File: src/sv/assert_macros.svh
// ----------------------------------------------------------------------------
// assert_macros.svh
// Concurrent assertion helpers; define NO_ASSERTIONS to compile them out.
// ----------------------------------------------------------------------------
`ifndef ASSERT_MACROS_SVH
`define ASSERT_MACROS_SVH

`ifndef NO_ASSERTIONS
// property checked on every edge outside reset
`define ASSERT_ALWAYS(label, clk, rst, prop, msg) \
  label: assert property (@(posedge clk) disable iff (rst) (prop)) else $error(msg);
// property checked on every edge, reset included
`define ASSERT_ANY_EDGE(label, clk, prop, msg) \
  label: assert property (@(posedge clk) (prop)) else $error(msg);
`else
`define ASSERT_ALWAYS(label, clk, rst, prop, msg)
`define ASSERT_ANY_EDGE(label, clk, prop, msg)
`endif

`endif

File: src/sv/mdf_pkg.sv
// ----------------------------------------------------------------------------
// mdf_pkg
// Shared types and constants of the PUBLISH deframer.
// ----------------------------------------------------------------------------
`default_nettype none

package mdf_pkg;

  localparam int CMD_SLOTS   = 8;
  localparam int CMD_BYTES   = 512;
  localparam int SLOT_W      = (CMD_SLOTS > 1) ? $clog2(CMD_SLOTS) : 1;
  localparam int LEN_W       = 28;
  localparam int QUEUE_DEPTH = 4;
  localparam int QPTR_W      = $clog2(QUEUE_DEPTH);

  localparam logic [LEN_W-1:0] TRUNC_OFF = LEN_W'(CMD_BYTES - 3);

  localparam logic [1:0] ST_OK     = 2'd0;
  localparam logic [1:0] ST_VARINT = 2'd1;
  localparam logic [1:0] ST_TOPIC  = 2'd2;

  typedef struct packed {
    logic [7:0] rx_byte;
    logic       start_of_record;
  } in_t;

  typedef struct packed {
    logic [7:0]       out_byte;
    logic             has_byte;
    logic             first_of_message;
    logic             last_of_message;
    logic [LEN_W-1:0] message_length;
    logic [LEN_W-1:0] byte_offset;
    logic [2:0]       slot_index;
    logic             truncated;
    logic [1:0]       status;
  } out_t;

  typedef struct packed {
    logic push;
    out_t item;
  } q_wr_t;

endpackage

`default_nettype wire

File: src/sv/mqtt_publish_deframer.sv
// ----------------------------------------------------------------------------
// mqtt_publish_deframer
// QoS-0 PUBLISH deframer: stream bytes in, tagged payload bytes out.
// ----------------------------------------------------------------------------
// Takes one stream byte per cycle, sustained, as long as the result side
// keeps up. Each byte updates the parser phase (header, length varint,
// topic length, topic, payload); a payload byte, an empty payload marker
// or an error yields one result transaction, which is written into the
// queue and then registered onto the result port. A four-entry queue plus
// the output register absorb result-side stalls; item_ready drops only when
// the queue is full. No startup sweep: the block is ready right after reset.
`default_nettype none
`include "assert_macros.svh"

module mqtt_publish_deframer import mdf_pkg::*; (
  input  logic clk,
  input  logic rst,
  input  in_t  item,
  input  logic item_valid,
  output logic item_ready,
  output out_t result,
  output logic result_valid,
  input  logic result_ready
);

  q_wr_t q_wr;
  logic  q_full, take, head_valid, pop;
  out_t  head;

  assign item_ready = !q_full;
  assign take       = item_valid && item_ready;

  mdf_front u_front (
    .clk  (clk),
    .rst  (rst),
    .item (item),
    .take (take),
    .wr   (q_wr)
  );

  mdf_queue u_queue (
    .clk        (clk),
    .rst        (rst),
    .wr         (q_wr),
    .full       (q_full),
    .head       (head),
    .head_valid (head_valid),
    .pop        (pop)
  );

  mdf_back u_back (
    .clk          (clk),
    .rst          (rst),
    .head         (head),
    .head_valid   (head_valid),
    .pop          (pop),
    .result       (result),
    .result_valid (result_valid),
    .result_ready (result_ready)
  );

  `ASSERT_ALWAYS(a_no_overflow, clk, rst, q_wr.push |-> !q_full, "queue push while full")
  `ASSERT_ALWAYS(a_marker_ends, clk, rst, result_valid && !result.has_byte |-> result.first_of_message && result.last_of_message, "marker not both first and last")
  `ASSERT_ALWAYS(a_error_no_byte, clk, rst, result_valid && (result.status != ST_OK) |-> !result.has_byte, "error result carries a byte")
  `ASSERT_ANY_EDGE(a_reset_idle, clk, rst |=> !result_valid, "result valid right after reset")

endmodule

`default_nettype wire

File: src/sv/mdf_front.sv
// ----------------------------------------------------------------------------
// mdf_front
// Parser: tracks the phase; one result per payload byte, empty payload, error.
// ----------------------------------------------------------------------------
`default_nettype none

module mdf_front import mdf_pkg::*; (
  input  logic  clk,
  input  logic  rst,
  input  in_t   item,
  input  logic  take,
  output q_wr_t wr
);

  typedef enum logic [2:0] {
    PH_HDR, PH_LEN, PH_TLEN_HI, PH_TLEN_LO, PH_TOPIC, PH_PAYLOAD, PH_SKIP, PH_DROP
  } phase_t;

  phase_t            phase, phase_next;
  logic [LEN_W-1:0]  rem_len, rem_len_next;
  logic [1:0]        vpos, vpos_next;
  logic [15:0]       topic_left, topic_left_next;
  logic [LEN_W-1:0]  pay_len, pay_len_next;
  logic [LEN_W-1:0]  pay_off, pay_off_next;
  logic [SLOT_W-1:0] slot, slot_next, slot_inc;

  logic [7:0]        b;
  logic [LEN_W-1:0]  rem_dec, rem_m1, var_add, var_sum, topic_rl;
  logic [15:0]       topic_lo, topic_dec;
  logic [LEN_W:0]    off_p1;
  logic              pay_last, topic_end, emit;
  out_t              res;

  assign b        = item.rx_byte;
  assign rem_dec  = (rem_len != '0) ? rem_len - LEN_W'(1) : rem_len;
  assign rem_m1   = rem_len - LEN_W'(1);
  assign topic_lo = {topic_left[15:8], b};
  assign topic_dec = (topic_left != '0) ? topic_left - 16'd1 : topic_left;
  assign off_p1   = {1'b0, pay_off} + (LEN_W+1)'(1);
  assign pay_last = off_p1 >= {1'b0, pay_len};
  assign slot_inc = (slot == SLOT_W'(CMD_SLOTS - 1)) ? '0 : slot + SLOT_W'(1);
  assign var_sum  = rem_len + var_add;

  // 7-bit group placed at its base-128 position
  always_comb begin
    case (vpos)
      2'd0:    var_add = {21'b0, b[6:0]};
      2'd1:    var_add = {14'b0, b[6:0], 7'b0};
      2'd2:    var_add = {7'b0, b[6:0], 14'b0};
      default: var_add = {b[6:0], 21'b0};
    endcase
  end

  always_comb begin
    phase_next      = phase;
    rem_len_next    = rem_len;
    vpos_next       = vpos;
    topic_left_next = topic_left;
    pay_len_next    = pay_len;
    pay_off_next    = pay_off;
    slot_next       = slot;
    topic_end       = 1'b0;
    topic_rl        = rem_len;
    emit            = 1'b0;
    res             = '0;
    res.slot_index  = 3'(slot);
    res.first_of_message = 1'b1;
    res.last_of_message  = 1'b1;

    if (item.start_of_record || phase == PH_HDR) begin
      phase_next   = PH_LEN;
      rem_len_next = '0;
      vpos_next    = '0;
    end else begin
      unique case (phase)
        PH_LEN: begin
          rem_len_next = var_sum;
          if (b[7]) begin
            if (vpos == 2'd3) begin
              phase_next = PH_DROP;
              emit       = 1'b1;
              res.status = ST_VARINT;
            end else begin
              vpos_next = vpos + 2'd1;
            end
          end else if (var_sum < LEN_W'(2)) begin
            phase_next = (var_sum == '0) ? PH_HDR : PH_SKIP;
            emit       = 1'b1;
            res.status = ST_TOPIC;
          end else begin
            phase_next = PH_TLEN_HI;
          end
        end
        PH_TLEN_HI: begin
          topic_left_next = {b, 8'b0};
          rem_len_next    = rem_m1;
          phase_next      = PH_TLEN_LO;
        end
        PH_TLEN_LO: begin
          topic_left_next = topic_lo;
          rem_len_next    = rem_m1;
          if (LEN_W'(topic_lo) > rem_m1) begin
            phase_next = (rem_m1 == '0) ? PH_HDR : PH_SKIP;
            emit       = 1'b1;
            res.status = ST_TOPIC;
          end else if (topic_lo == '0) begin
            topic_end = 1'b1;
            topic_rl  = rem_m1;
          end else begin
            phase_next = PH_TOPIC;
          end
        end
        PH_TOPIC: begin
          topic_left_next = topic_dec;
          rem_len_next    = rem_dec;
          if (topic_dec == '0) begin
            topic_end = 1'b1;
            topic_rl  = rem_dec;
          end
        end
        PH_PAYLOAD: begin
          emit                 = 1'b1;
          res.out_byte         = b;
          res.has_byte         = 1'b1;
          res.first_of_message = (pay_off == '0);
          res.last_of_message  = pay_last;
          res.message_length   = pay_len;
          res.byte_offset      = pay_off;
          res.truncated        = (pay_off >= TRUNC_OFF);
          rem_len_next         = rem_dec;
          if (pay_last) begin
            slot_next    = slot_inc;
            phase_next   = PH_HDR;
            pay_off_next = '0;
          end else begin
            pay_off_next = off_p1[LEN_W-1:0];
          end
        end
        PH_SKIP: begin
          rem_len_next = rem_dec;
          if (rem_dec == '0) phase_next = PH_HDR;
        end
        PH_HDR, PH_DROP: begin
        end
      endcase

      // topic consumed: open the payload, or mark an empty one
      if (topic_end) begin
        pay_len_next = topic_rl;
        pay_off_next = '0;
        if (topic_rl == '0) begin
          emit       = 1'b1;
          slot_next  = slot_inc;
          phase_next = PH_HDR;
        end else begin
          phase_next = PH_PAYLOAD;
        end
      end
    end
  end

  assign wr.push = take && emit;
  assign wr.item = res;

  always_ff @(posedge clk) begin
    if (rst) begin
      phase      <= PH_HDR;
      rem_len    <= '0;
      vpos       <= '0;
      topic_left <= '0;
      pay_len    <= '0;
      pay_off    <= '0;
      slot       <= '0;
    end else if (take) begin
      phase      <= phase_next;
      rem_len    <= rem_len_next;
      vpos       <= vpos_next;
      topic_left <= topic_left_next;
      pay_len    <= pay_len_next;
      pay_off    <= pay_off_next;
      slot       <= slot_next;
    end
  end

endmodule

`default_nettype wire

File: src/sv/mdf_queue.sv
// ----------------------------------------------------------------------------
// mdf_queue
// Short result queue between the parser and the output stage.
// ----------------------------------------------------------------------------
`default_nettype none

module mdf_queue import mdf_pkg::*; (
  input  logic  clk,
  input  logic  rst,
  input  q_wr_t wr,
  output logic  full,
  output out_t  head,
  output logic  head_valid,
  input  logic  pop
);

  out_t              mem [QUEUE_DEPTH];
  logic [QPTR_W-1:0] wr_ptr, rd_ptr;
  logic [QPTR_W:0]   count;
  logic              do_pop;

  assign full       = (count == (QPTR_W+1)'(QUEUE_DEPTH));
  assign head_valid = (count != '0);
  assign head       = mem[rd_ptr];
  assign do_pop     = pop && head_valid;

  always_ff @(posedge clk) begin
    if (wr.push) mem[wr_ptr] <= wr.item;
  end

  always_ff @(posedge clk) begin
    if (rst) begin
      wr_ptr <= '0;
      rd_ptr <= '0;
      count  <= '0;
    end else begin
      if (wr.push) wr_ptr <= wr_ptr + QPTR_W'(1);
      if (do_pop)  rd_ptr <= rd_ptr + QPTR_W'(1);
      case ({wr.push, do_pop})
        2'b10:   count <= count + (QPTR_W+1)'(1);
        2'b01:   count <= count - (QPTR_W+1)'(1);
        default: count <= count;
      endcase
    end
  end

endmodule

`default_nettype wire

File: src/sv/mdf_back.sv
// ----------------------------------------------------------------------------
// mdf_back
// Output register: drains the queue onto the result channel.
// ----------------------------------------------------------------------------
`default_nettype none

module mdf_back import mdf_pkg::*; (
  input  logic clk,
  input  logic rst,
  input  out_t head,
  input  logic head_valid,
  output logic pop,
  output out_t result,
  output logic result_valid,
  input  logic result_ready
);

  assign pop = head_valid && (!result_valid || result_ready);

  always_ff @(posedge clk) begin
    if (rst) begin
      result_valid <= 1'b0;
    end else if (pop) begin
      result_valid <= 1'b1;
    end else if (result_ready) begin
      result_valid <= 1'b0;
    end
  end

  always_ff @(posedge clk) begin
    if (pop) result <= head;
  end

endmodule

`default_nettype wire
File: config.mk
export PLATFORM = sky130hd
export DESIGN_NAME = mqtt_publish_deframer
export DESIGN_NICKNAME = d
export VERILOG_FILES = /design/src/sv/mdf_pkg.sv /design/src/sv/mqtt_publish_deframer.sv /design/src/sv/mdf_front.sv /design/src/sv/mdf_queue.sv /design/src/sv/mdf_back.sv
export VERILOG_INCLUDE_DIRS = /design/src /design/src/sv
export SDC_FILE = /design/constraint.sdc
export NUM_CORES = 1
export LEC_CHECK = 0
export BUFFER_PORTS_ARGS = -buffer_cell sky130_fd_sc_hd__buf_2
export CORE_ASPECT_RATIO = 1.25
export CORE_UTILIZATION = 50
export DETAILED_ROUTE_END_ITERATION = 8
export PLACE_DENSITY_LB_ADDON = 0.05
export SETUP_SLACK_MARGIN = 0.5
export SLEW_MARGIN = 20
export SYNTH_ARGS = -nofsm -noshare
export SYNTH_HDL_FRONTEND = slang
export SYNTH_SLANG_ARGS = --single-unit
File: constraint.sdc
create_clock -name clk -period 12 [get_ports clk]
set_input_delay 2.4 -clock clk [delete_from_list [all_inputs] [get_ports clk]]
set_output_delay 2.4 -clock clk [all_outputs]
set_load 0.005 [all_outputs]
==> impl_results.md <==
- Run status: complete, no violations
- CTS tree: done
- Detail Placement HPWL: 47.9 mm
- Worst hold path depth: 2
- Synth Register Bits: 481
- Post-cts resize count: 0
- Avg Vias per Cell: 6.12
- Initial antenna violation count: 0
- Ant. Diodes: 0
- Seq/Total Area, Yosys: 56.0%
- Max-capacitance violation count: 0
- Slowest cell delay on critical path: 760 ps
- Crit Path Max Fanout: 53
- Initial Util: 51.1%
- R2R Setup Slk: 4130 ps
- Worst hold endpoint: u_front.pay_len[1]
- # hold bufs at CTS: 0
- Max Clock Skew: 26.6 ps
- DR DRC count: 0
- Largest net degree at the start of global routing: 70
- WL per Instance: 24.7 µm
- Setup Buffers After CTS: 0
- Hold WS: 461 ps
- Slowest cell on the critical path: xor2_1
- Commonest cells post-synth: 365 x edfxtp_1, 163 x nor2_1, 116 x dfxtp_1, 96 x nand2_1
- Crit Path Class: reg2reg
- Synth Warn #: 0
- Slew Viols, Final: 0
- Final Hold Fails: 0
- Area occupied by registers: 0.0133 mm²
- Total CTS buffers: 49
- Nets: 2130
- Syn nets: 2071
- Synth area leader: edfxtp_1
- Post-synth EDFFs: 365
- Slew HR: 26.3%
- Worst Min Path Start: u_front.pay_len[1]
- LEAKAGE: 0.00920 µW
- Unrepaired setup endpoints after global routing: no
- First drt pass iteration count: 5
- Area Growth Syn to Fin: 11.9%
- Via Count: 16500
- CTS HTree Levels: 2
- Worst Tran Pin Value: 1100 ps
- CP arrival: 8080 ps
- ANT nets after route: 0
- Minimum clock period: 7870 ps
- Worst skew pair latency: 600 ps
- Setup TNS: 0 ps
- Die Height: 246 µm
- Worst path cell trace: or4_1 -> nor4_1 -> buf_4 -> nand3_1 -> xor2_1 -> ha_1 -> and4_1 -> and2_1 -> nand3_1 -> nand3_1 -> o211ai_4 -> a21boi_1 -> buf_4 -> o31ai_1 -> o21ai_0 -> or4_4 -> nand3b_4 -> a31o_2 -> nor2_4 -> buf_4
- WP data required: 12210 ps
- Worst hold path type: reg2reg
- Clk sinks: 481
- Global placer's final weighted congestion: 0.958
- Port Buf Inserts: 87
- Fin crit share: 65.6%
- R2R cell count: 20
- Layout cells sized above 1: 14.7%
- IO Pins: 88
- CTS Root Buffer Type: clkbuf_16
- Post-synth top flop: edfxtp_1
- Maximum VDD drop: 0.107 mV
- Setup crit start kind: flop
- Reg2reg start: u_front.rem_len[2]
- Synth top area cells: edfxtp_1 46%, dfxtp_1 9.8%, mux4_2 6.9%, ha_1 4.6%, nor2_1 2.6%
- Top-count cell post-synth: edfxtp_1
- Yosys cell types: 91
- Fmax: 127 MHz
- Max clock buf depth: 3
- Row count: 88
- # setup viols final: 0
- Core Footprint: 0.0465 mm²
- First-pass GRT wire length: 101 mm
- GRT overflow: 0
- Die Area: 0.0483 mm²
- Multi-input gate area in the final layout: 0.00981 mm²
- Top-area cell type share of the netlist area: 46.2%
- Asr flop ratio synth: 0%
- Type of element capturing the critical path: flop
- 1st-iter DRT viols: 1016
- PD cells: 170 mW/mm²
- FF-to-FF End: u_queue.mem[2][4]
- Syn Area/Cell: 12.1 µm²
- Number of fill cells: 3975
- Total GRT Usage: 27.9%
- Syn Inst Count: 1968
- Vias in the first global route: 16500
- Synth Cell Area: 0.0237 mm²
- Die width: 197 µm
- Clock slew at reported path FFs: 60 ps
- Detailed Route WL: 66.5 mm
## stage by stage
step | util, % | power (µW) | cells | setup WS [ps] | cell area (µm²)
floorplan | - | 2590 | 1968 | 2950 | 23700
global placement | 53.4 | 2960 | 2604 | 3730 | 24800
detailed placement | 53.5 | 2960 | 2606 | 3740 | 24900
CTS | 57.1 | 4540 | 2697 | 4200 | 26500
global route | 57.1 | 4680 | 2697 | 3780 | 26500
finish | 57.1 | 4510 | 2697 | 4130 | 26500
## routing by layer
layer	global-route usage, %	routed length (µm)	up-vias
li1	-	-	7646
met2	48.8	33900	442
met5	0	0	-
met1	33.9	26700	8258
met4	14.0	3510	0
met3	3.40	2430	170
## final cells by class
type | instances | area share, %
clock buffer | 72 | 5.21
clock inverter | 19 | 1.07
inverter | 62 | 0.877
multi-input combinational | 1308 | 37.0
sequential | 481 | 50.1
tap | 630 | 2.97
timing repair buffer | 125 | 2.82
## power by group
part	internal, µW	switching [µW]	leakage (µW)
sequential	1950	67.7	0.00408
clock	936	645	0.000809
combinational	336	571	0.00430
## cell families (layout without fill, tap and decap cells)
family / after synthesis / after routing / synth area share, %
flip-flops: 481 / 481 / 56.0
AND/OR/NAND/NOR: 637 / 637 / 14.0
XOR/XNOR: 87 / 87 / 3.27
AO/OA/AOI/OAI: 413 / 413 / 11.7
buffers and inverters: 179 / 278 / 3.00
multiplexers: 81 / 81 / 7.27
adder cells (fa/ha/maj): 90 / 90 / 4.81
## sequential cells by signal (all words and copies together), names as in the netlist, 2 cells and up
name                count
u_back.result          73
u_front.slot            3
u_front.pay_off        28
u_front.topic_left     16
u_queue.count           3
u_front.phase           3
u_front.vpos            2
u_queue.mem           292
u_front.rem_len        28
u_front.pay_len        28
u_queue.rd_ptr          2
u_queue.wr_ptr          2
## worst max path at each step
stage,to,start
floorplan,u_queue.mem[0][0],item[2]
global placement,u_queue.mem[0][25],item[2]
detailed placement,u_queue.mem[2][6],item[2]
CTS,u_queue.mem[2][11],u_front.rem_len[2]
global route,u_queue.mem[2][4],u_front.rem_len[2]
finish,u_queue.mem[2][4],u_front.rem_len[2]
## placed cells by master, fill, tap and decap left out, drive strengths merged, types with 9 or more instances in the layout
| cell type | count |
|---|---|
| a211oi | 28 |
| a21o | 30 |
| a21oi | 95 |
| a22oi | 49 |
| a31oi | 13 |
| and2 | 71 |
| and3 | 21 |
| and4 | 9 |
| buf | 125 |
| clkbuf | 72 |
| dfxtp | 116 |
| edfxtp | 365 |
| ha | 88 |
| inv | 67 |
| mux4 | 73 |
| nand2 | 96 |
| nand2b | 17 |
| nand3 | 51 |
| nand3b | 12 |
| nand4 | 22 |
| nor2 | 163 |
| nor3 | 81 |
| nor4 | 34 |
| o211ai | 9 |
| o21ai | 77 |
| o22ai | 17 |
| o31ai | 14 |
| or3 | 14 |
| or4 | 15 |
| xnor2 | 52 |
| xor2 | 34 |
## critical path, delay by kind of cell, from the launching register on
kind	cells	cell delay [ps]
AOI/OAI and AO/OA	5	1420
xor gates and xnor gates	1	760
adders and majority gates	1	390
buffers and inverters	3	1190
DFF	1	440
and+or+nand+nor	10	3160
Note: power is estimated with default switching activity, not from simulation.
